$ cat config.mk
export PLATFORM = sky130hd
export DESIGN_NAME = websocket_frame_deframer
export DESIGN_NICKNAME = d
export VERILOG_FILES = /design/src/rtl/core/wsd_pkg.sv /design/src/rtl/core/wsd_parser.sv /design/src/rtl/core/websocket_frame_deframer.sv
export SDC_FILE = /design/constraint.sdc
export NUM_CORES = 1
export LEC_CHECK = 0
export BUFFER_PORTS_ARGS = -buffer_cell sky130_fd_sc_hd__buf_4
export CAP_MARGIN = 15
export CORE_MARGIN = 10
export CORE_UTILIZATION = 55
export CTS_CLUSTER_DIAMETER = 200
export CTS_CLUSTER_SIZE = 10
export DETAILED_ROUTE_END_ITERATION = 10
export PLACE_DENSITY = 0.74
export SYNTH_ARGS = -nofsm -noshare
export SYNTH_HDL_FRONTEND = slang
export SYNTH_SLANG_ARGS = --single-unit
$ cat constraint.sdc
create_clock -name clock -period 9.2 [get_ports clock]
set_input_delay 0.92 -clock clock [delete_from_list [all_inputs] [get_ports clock]]
set_output_delay 0.92 -clock clock [all_outputs]
set_load 0.05 [all_outputs]
$ cat src/rtl/core/wsd_pkg.sv
// Shared types and constants for the WebSocket frame deframer.
package wsd_pkg;

   typedef enum logic [2:0] {
      PH_FIRST,
      PH_SECOND,
      PH_LEN16,
      PH_LEN64,
      PH_KEY,
      PH_DATA,
      PH_SKIP
   } phase_type;

   typedef enum logic [1:0] {
      KIND_HEADER = 2'd0,
      KIND_DATA   = 2'd1,
      KIND_ERROR  = 2'd2
   } kind_type;

   typedef enum logic [1:0] {
      ERR_NONE   = 2'd0,
      ERR_RSV    = 2'd1,
      ERR_TRUNC  = 2'd2,
      ERR_TOOBIG = 2'd3
   } err_type;

   localparam logic [7:0] FIN_MASK    = 8'h80;
   localparam logic [7:0] RSV_MASK    = 8'h70;
   localparam logic [6:0] LEN_CODE16  = 7'd126;
   localparam logic [6:0] LEN_CODE64  = 7'd127;
   localparam logic [2:0] LEN16_LAST  = 3'd1;
   localparam logic [2:0] LEN64_LAST  = 3'd7;
   localparam logic [2:0] KEY_LAST    = 3'd3;

   typedef struct packed {
      kind_type    kind;
      logic        fin;
      logic [3:0]  opcode;
      logic        masked;
      logic [31:0] payload_length;
      logic [7:0]  payload_byte;
      logic        frame_end;
      logic [31:0] frame_byte_total;
      err_type     error_code;
   } result_type;

endpackage

$ cat src/rtl/core/wsd_parser.sv
// Frame parser: decode state and the per-byte result logic.
module wsd_parser #(
   parameter int LENGTH_BITS = 32
) (
   input  logic                 clock,
   input  logic                 reset,
   input  logic                 step_en,
   input  logic [7:0]           step_byte,
   input  logic                 step_last,
   output logic                 res_valid,
   output wsd_pkg::result_type  res
);

   localparam int CW = (LENGTH_BITS > 32) ? LENGTH_BITS : 32;

   wsd_pkg::phase_type     phase_ff, phase_in;
   logic                   fin_ff, fin_in;
   logic [3:0]             op_ff, op_in;
   logic                   mask_ff, mask_in;
   logic [LENGTH_BITS-1:0] acc_ff, acc_in;
   logic                   ovf_ff, ovf_in;
   logic [2:0]             fcnt_ff, fcnt_in;
   logic [31:0]            key_ff, key_in;
   logic [31:0]            idx_ff, idx_in;
   logic [31:0]            cnt_ff, cnt_in;

   always_ff @(posedge clock) begin
      if (reset) begin
         phase_ff <= wsd_pkg::PH_FIRST;
         fin_ff   <= 1'b0;
         op_ff    <= '0;
         mask_ff  <= 1'b0;
         acc_ff   <= '0;
         ovf_ff   <= 1'b0;
         fcnt_ff  <= '0;
         key_ff   <= '0;
         idx_ff   <= '0;
         cnt_ff   <= '0;
      end else if (step_en) begin
         phase_ff <= phase_in;
         fin_ff   <= fin_in;
         op_ff    <= op_in;
         mask_ff  <= mask_in;
         acc_ff   <= acc_in;
         ovf_ff   <= ovf_in;
         fcnt_ff  <= fcnt_in;
         key_ff   <= key_in;
         idx_ff   <= idx_in;
         cnt_ff   <= cnt_in;
      end
   end

   always_comb begin
      logic              do_err;
      logic              do_frame;
      logic              done;
      logic              len_go;
      logic              hdr_go;
      logic              hdr_zero;
      wsd_pkg::err_type  err;
      wsd_pkg::kind_type kind;
      logic [7:0]        pbyte;
      logic [7:0]        key_byte;
      logic [6:0]        code7;
      logic [LENGTH_BITS-1:0] acc_shift;
      logic [31:0]       idx_next;

      phase_in = phase_ff;
      fin_in   = fin_ff;
      op_in    = op_ff;
      mask_in  = mask_ff;
      acc_in   = acc_ff;
      ovf_in   = ovf_ff;
      fcnt_in  = fcnt_ff;
      key_in   = key_ff;
      idx_in   = idx_ff;
      cnt_in   = cnt_ff + 32'd1;
      do_err   = 1'b0;
      do_frame = 1'b0;
      done     = 1'b0;
      len_go   = 1'b0;
      hdr_go   = 1'b0;
      hdr_zero = 1'b0;
      err      = wsd_pkg::ERR_NONE;
      kind     = wsd_pkg::KIND_HEADER;
      pbyte    = '0;
      code7    = step_byte[6:0];
      acc_shift = {acc_ff[LENGTH_BITS-9:0], step_byte};
      idx_next = idx_ff + 32'd1;
      case (idx_ff[1:0])
         2'd0:    key_byte = key_ff[31:24];
         2'd1:    key_byte = key_ff[23:16];
         2'd2:    key_byte = key_ff[15:8];
         default: key_byte = key_ff[7:0];
      endcase

      case (phase_ff)
         wsd_pkg::PH_FIRST: begin
            cnt_in  = 32'd1;
            fin_in  = |(step_byte & wsd_pkg::FIN_MASK);
            op_in   = step_byte[3:0];
            mask_in = 1'b0;
            acc_in  = '0;
            ovf_in  = 1'b0;
            fcnt_in = '0;
            key_in  = '0;
            idx_in  = '0;
            if (step_last) begin
               do_err = 1'b1;
               err    = wsd_pkg::ERR_TRUNC;
            end else if (|(step_byte & wsd_pkg::RSV_MASK)) begin
               do_err = 1'b1;
               err    = wsd_pkg::ERR_RSV;
            end else begin
               phase_in = wsd_pkg::PH_SECOND;
            end
         end
         wsd_pkg::PH_SECOND: begin
            mask_in = step_byte[7];
            fcnt_in = '0;
            if (code7 == wsd_pkg::LEN_CODE16 || code7 == wsd_pkg::LEN_CODE64) begin
               phase_in = (code7 == wsd_pkg::LEN_CODE16) ? wsd_pkg::PH_LEN16
                                                         : wsd_pkg::PH_LEN64;
               if (step_last) begin
                  do_err = 1'b1;
                  err    = wsd_pkg::ERR_TRUNC;
               end
            end else begin
               acc_in   = LENGTH_BITS'(code7);
               len_go   = 1'b1;
               hdr_zero = (code7 == 7'd0);
            end
         end
         wsd_pkg::PH_LEN16, wsd_pkg::PH_LEN64: begin
            acc_in = acc_shift;
            ovf_in = ovf_ff | (|acc_ff[LENGTH_BITS-1 -: 8]);
            if ((phase_ff == wsd_pkg::PH_LEN16 && fcnt_ff != wsd_pkg::LEN16_LAST) ||
                (phase_ff == wsd_pkg::PH_LEN64 && fcnt_ff != wsd_pkg::LEN64_LAST)) begin
               fcnt_in = fcnt_ff + 3'd1;
               if (step_last) begin
                  do_err = 1'b1;
                  err    = wsd_pkg::ERR_TRUNC;
               end
            end else begin
               fcnt_in = '0;
               if (ovf_in) begin
                  do_err = 1'b1;
                  err    = wsd_pkg::ERR_TOOBIG;
               end else begin
                  len_go   = 1'b1;
                  hdr_zero = (acc_shift == '0);
               end
            end
         end
         wsd_pkg::PH_KEY: begin
            key_in = {key_ff[23:0], step_byte};
            if (fcnt_ff != wsd_pkg::KEY_LAST) begin
               fcnt_in = fcnt_ff + 3'd1;
               if (step_last) begin
                  do_err = 1'b1;
                  err    = wsd_pkg::ERR_TRUNC;
               end
            end else begin
               fcnt_in  = '0;
               hdr_go   = 1'b1;
               hdr_zero = (acc_ff == '0);
            end
         end
         wsd_pkg::PH_DATA: begin
            pbyte  = mask_ff ? (step_byte ^ key_byte) : step_byte;
            idx_in = idx_next;
            kind   = wsd_pkg::KIND_DATA;
            if (CW'(idx_next) == CW'(acc_ff)) begin
               phase_in = wsd_pkg::PH_FIRST;
               do_frame = 1'b1;
               done     = 1'b1;
            end else if (step_last) begin
               do_err = 1'b1;
               err    = wsd_pkg::ERR_TRUNC;
            end else begin
               do_frame = 1'b1;
            end
         end
         wsd_pkg::PH_SKIP: begin
            cnt_in = cnt_ff;
            if (step_last) phase_in = wsd_pkg::PH_FIRST;
         end
         default: begin
            cnt_in   = cnt_ff;
            phase_in = wsd_pkg::PH_FIRST;
         end
      endcase

      // Length known: fetch the mask key or finish the header.
      if (len_go) begin
         if (mask_in) begin
            fcnt_in  = '0;
            phase_in = wsd_pkg::PH_KEY;
            if (step_last) begin
               do_err = 1'b1;
               err    = wsd_pkg::ERR_TRUNC;
            end
         end else begin
            hdr_go = 1'b1;
         end
      end

      if (hdr_go) begin
         kind = wsd_pkg::KIND_HEADER;
         if (hdr_zero) begin
            phase_in = wsd_pkg::PH_FIRST;
            do_frame = 1'b1;
            done     = 1'b1;
         end else if (step_last) begin
            do_err = 1'b1;
            err    = wsd_pkg::ERR_TRUNC;
         end else begin
            idx_in   = '0;
            phase_in = wsd_pkg::PH_DATA;
            do_frame = 1'b1;
         end
      end

      // Drop the rest of the buffer after a fatal header error.
      if (do_err) begin
         phase_in = (err == wsd_pkg::ERR_TRUNC || step_last) ? wsd_pkg::PH_FIRST
                                                             : wsd_pkg::PH_SKIP;
      end

      res_valid = do_err | do_frame;
      if (do_err) begin
         res            = '0;
         res.kind       = wsd_pkg::KIND_ERROR;
         res.error_code = err;
      end else begin
         res.kind             = kind;
         res.fin              = fin_in;
         res.opcode           = op_in;
         res.masked           = mask_in;
         res.payload_length   = 32'(acc_in);
         res.payload_byte     = pbyte;
         res.frame_end        = done;
         res.frame_byte_total = done ? cnt_in : 32'd0;
         res.error_code       = wsd_pkg::ERR_NONE;
      end
   end

   a_key_needs_mask: assert property (@(posedge clock) disable iff (reset)
      phase_ff == wsd_pkg::PH_KEY |-> mask_ff)
      else $error("key phase without mask flag");

   a_data_from_data_phase: assert property (@(posedge clock) disable iff (reset)
      step_en && res_valid && res.kind == wsd_pkg::KIND_DATA |-> phase_ff == wsd_pkg::PH_DATA)
      else $error("payload result outside data phase");

   a_len16_count: assert property (@(posedge clock) disable iff (reset)
      phase_ff == wsd_pkg::PH_LEN16 |-> fcnt_ff <= wsd_pkg::LEN16_LAST)
      else $error("16-bit length byte count out of range");

endmodule

$ cat src/rtl/core/websocket_frame_deframer.sv
// Top level of the WebSocket frame deframer: request register, parser, result register.
//
// Usage: feed the received buffer one byte per request on req_tdata, with req_tlast
// high on the last byte of the available buffer. Frames are decoded back to back.
// Each request yields at most one result on the rsp_ channel: a header result once
// the header (length and optional mask key) is complete, one result per payload
// byte with the mask removed, or an error (reserved bits set, buffer truncated,
// length wider than LENGTH_BITS). rsp_tlast marks the result that closes a frame
// and then carries the frame's total byte count.
// Path: a request waits in the input register; when the parser steps it, its result
// loads into the output register and shows on rsp_ until the receiver takes it.
// Throughput: one byte per cycle while the receiver takes results; a byte whose
// result cannot yet be stored waits in the input register.
// A request that yields no result advances even while a result waits.
// Reset (synchronous, active high) empties both registers and returns the parser
// to waiting for the first header byte.
// When the receiver stalls, the result register holds; the next request is still
// taken into the input register, and req_tready drops only when both are full.
module websocket_frame_deframer #(
   parameter int LENGTH_BITS = 32
) (
   input  logic        clock,
   input  logic        reset,
   input  logic        req_tvalid,
   output logic        req_tready,
   input  logic [7:0]  req_tdata,   // [7:0] data_byte
   input  logic        req_tlast,   // buffer_end
   output logic        rsp_tvalid,
   input  logic        rsp_tready,
   // [0] fin_bit, [4:1] frame_opcode, [5] masked, [37:6] payload_length,
   // [45:38] payload_byte, [77:46] frame_byte_total, [79:78] error_code
   output logic [79:0] rsp_tdata,
   output logic [1:0]  rsp_tuser,   // [1:0] result_kind
   output logic        rsp_tlast    // frame_end
);

   logic                in_valid_ff, in_valid_in;
   logic [7:0]          in_byte_ff;
   logic                in_last_ff;
   logic                out_valid_ff, out_valid_in;
   wsd_pkg::result_type out_res_ff;
   logic                res_valid;
   wsd_pkg::result_type res;
   logic                advance;

   // Advance the held request when it yields no result or its result has somewhere to go.
   assign advance    = in_valid_ff && (!out_valid_ff || rsp_tready || !res_valid);
   assign req_tready = !in_valid_ff || advance;

   assign in_valid_in  = (in_valid_ff && !advance) || (req_tvalid && req_tready);
   assign out_valid_in = (out_valid_ff && !rsp_tready) || (advance && res_valid);

   always_ff @(posedge clock) begin
      if (reset) begin
         in_valid_ff  <= 1'b0;
         out_valid_ff <= 1'b0;
      end else begin
         in_valid_ff  <= in_valid_in;
         out_valid_ff <= out_valid_in;
      end
   end

   // Capture the request payload on acceptance.
   always_ff @(posedge clock) begin
      if (req_tvalid && req_tready) begin
         in_byte_ff <= req_tdata;
         in_last_ff <= req_tlast;
      end
   end

   // Load a new result only when the parser steps and produces one.
   always_ff @(posedge clock) begin
      if (advance && res_valid) out_res_ff <= res;
   end

   wsd_parser #(
      .LENGTH_BITS(LENGTH_BITS)
   ) u_parser (
      .clock     (clock),
      .reset     (reset),
      .step_en   (advance),
      .step_byte (in_byte_ff),
      .step_last (in_last_ff),
      .res_valid (res_valid),
      .res       (res)
   );

   assign rsp_tvalid = out_valid_ff;
   assign rsp_tuser  = out_res_ff.kind;
   assign rsp_tlast  = out_res_ff.frame_end;
   assign rsp_tdata  = {out_res_ff.error_code, out_res_ff.frame_byte_total,
                        out_res_ff.payload_byte, out_res_ff.payload_length,
                        out_res_ff.masked, out_res_ff.opcode, out_res_ff.fin};

   a_error_clean: assert property (@(posedge clock) disable iff (reset)
      rsp_tvalid && rsp_tuser == wsd_pkg::KIND_ERROR |-> !rsp_tlast && rsp_tdata[77:0] == '0)
      else $error("error result carries frame fields");

   a_count_only_at_end: assert property (@(posedge clock) disable iff (reset)
      rsp_tvalid && !rsp_tlast |-> rsp_tdata[77:46] == 32'd0)
      else $error("byte count shown before frame end");

   a_request_held: assert property (@(posedge clock) disable iff (reset)
      in_valid_ff && !advance |=> in_valid_ff && $stable(in_byte_ff) && $stable(in_last_ff))
      else $error("held request lost or overwritten");

endmodule
==> impl_metrics.ini <==
[run_status]
status = completed

[timing]
maxSlewHeadroom = 0.254
fmax_ghz = 0.186
fin_hold_ws_ns = 0.461
clock_skew_ns = 0.0159
finalHoldViolCount = 0
setup_viol = 0
worst_pin_slew_ns = 1.12
fin_ws_ns = 3.81
slew_violations = 0
finalCritPeriodShare = 0.585
final.setup.tns_ns = 0
rsz0062_at_grt = false
period_minus_slack_ns = 5.39

[worst_setup_path]
rr_worst_depth = 10
critical_path_class = reg2out
regToRegStartpoint = u_parser.phase_ff[1]
path_max_fanout = 28
rrSetupSlack_ns = 4.09
arrival_ns = 4.47
reg2reg_to = u_parser.cnt_ff[8]
start_kind = register
end_kind = output port
required_ns = 8.28

[placement]
dp_hpwl_um = 22500
routabilityCongestion = 0.973
portBuffers = 97
dp_cells = 1646
pre_cts_ws_ns = 4.27
placed_cell_area_um2 = 12900

[cts]
clock-sinks = 235
cts-root-buf = clkbuf_16
cts_post_setup_buffers_inserted = 0
cts_tree = built
cts_buffers = 27
cts_max_level = 1
postCtsHoldBufs = 0
ctsResizeCount = 0
clk_pin_slew_ns = 0.06
clk_latency_ns = 0.53
cts_buffer_depth = 3

[floorplanning]
core_area_um2 = 21800
start_util = 0.559
io_pins = 98
rows = 54
fp.dieH_um = 169
dieArea_um2 = 28500
die_width_um = 169

[synthesis]
synthArstFlopShare = 0
syn-num-nets = 1398
synthesis.area_um2 = 12200
ys_seq_area_frac = 0.463
synthFlopType = dfxtp_1
ys_ff_latch = 235
ys_warn_count = 0
synth_enable_flop_cells = 92
synth_cell_types = 73
synthCells = 1375
avgSynthCellArea_um2 = 8.84
synth_top_area_cell = dfxtp_1
synthTopCellsByArea = dfxtp_1 24%, edfxtp_1 23%, nand2_1 4.8%
yosysTopAreaCellShare = 0.235

[layout]
fin_util = 0.627
final_common_cell = nand2_1
syn2layout_area_growth_pct = 12.1
drive_gt1_frac = 0.118
antennaDiodeCount = 0
final_area_um2 = 13600
final_cell_mix = 155 x nand2_1, 144 x nor2_1, 143 x dfxtp_1
layout.nets = 1418
finalNonFillerCells = 1692

[power_and_ir_drop]
ir_drop_mv = 0.150
total_power_mw = 2.43
power_density_nw_per_um2 = 178
power.leakage_nw = 4.67

[route]
wl_per_cell_um = 19.9
avgViaCountPerCell = 6.34
first_pass_iters = 7
drtAntennaViolNets = 0
routed_wl_um = 33600
drt_iter0_drc = 1149
route.detailed.drc = 0
num_vias = 10700

[global_routing]
grt_pass1_vias = 10000
grt_max_degree = 91
grt-ovfl-total = 0
track_usage = 0.226
grt_pass1_wl_um = 54300
grt_antenna_before_repair = 0

[job]
cap_viol_max_count = 0

[hold_path]
hold_start = u_parser.op_ff[2]
min_to = u_parser.op_ff[2]
min_path_cells = 2
hold_class = reg2reg
[metal layers]
metal  up-vias  global-route usage  share of wire
met3        53              0.0322          0.074
met4         0              0.0583          0.018
li1       5091                   -              -
met1      5123               0.304           0.43
met5         -                   0              0
met2       460               0.374           0.48
[sequential cells by signal (all words and copies together), names as in the netlist]
signal	count
in_byte_ff	8
in_last_ff	1
in_valid_ff	1
rsp_tdata	80
rsp_tlast	1
rsp_tuser	2
rsp_tvalid	1
u_parser.acc_ff	32
u_parser.cnt_ff	32
u_parser.fcnt_ff	3
u_parser.fin_ff	1
u_parser.idx_ff	32
u_parser.key_ff	32
u_parser.mask_ff	1
u_parser.op_ff	4
u_parser.ovf_ff	1
u_parser.phase_ff	3
[final cells by class]
type / instances / area [um^2]
clock buffer: 44 / 739
timing repair buffer: 112 / 841
multi-input combinational: 1000 / 5990
fill: 1875 / 8120
clock inverter: 2 / 15.0
tap: 280 / 350
sequential: 235 / 5630
inverter: 19 / 71.3
[worst max-delay path, cell delays in order (launching register included)]
cell and delay [ns]:
dfxtp_1 0.79, nor2b_2 1.01, nand3_1 0.35, o211ai_1 0.26, o21ai_1 0.23, a2111oi_2 0.70
nand2b_1 0.25, nor2_1 0.08, inv_1 0.07, buf_4 0.19
[worst max-delay path by stage]
stage,startpoint,endpoint,slack (ns),cells after the start
2_1_floorplan,u_parser.fcnt_ff[0],rsp_tdata[0],2.86,12
3_3_place_gp,u_parser.phase_ff[1],u_parser.cnt_ff[8],4.55,10
3_5_place_dp,u_parser.phase_ff[1],u_parser.cnt_ff[8],4.27,10
4_1_cts,u_parser.phase_ff[1],req_tready,3.88,9
5_1_grt,u_parser.phase_ff[1],req_tready,3.50,9
6_report,u_parser.phase_ff[1],req_tready,3.81,9
[synth_stat cells, drive strengths merged (5+ instances only)]
library cell    n
a211oi         14
a21o           11
a21oi          95
a222oi          8
a22o           62
a22oi          51
a311oi          7
a31oi          15
and2            9
and3           16
and4            6
buf            44
clkbuf         77
dfxtp         143
edfxtp         92
ha             10
inv            19
mux2            5
nand2         155
nand2b          7
nand3          44
nand3b          5
nand4          23
nor2          146
nor2b           7
nor3           32
nor3b           8
nor4           23
o211ai          5
o21ai          89
o31ai          10
or3            18
or4             8
xnor2          31
xor2           29
[where the power goes]
part | internal, mW | total, mW | leakage, nW | switching [mW]
combinational | 0.0834 | 0.335 | 2.29 | 0.252
sequential | 1.12 | 1.15 | 2.02 | 0.0290
clock | 0.543 | 0.948 | 0.362 | 0.405
[cell families after synthesis]
| group | synth area share |
|---|---|
| AND/OR/NAND/NOR | 0.209 |
| AO/OA/AOI/OAI | 0.219 |
| adder cells (fa/ha/maj) | 0.0103 |
| flip-flops | 0.463 |
| multiplexers | 0.00792 |
| buffers and inverters | 0.0481 |
| XOR/XNOR | 0.0432 |
Note: power is estimated with default switching activity, not from simulation.
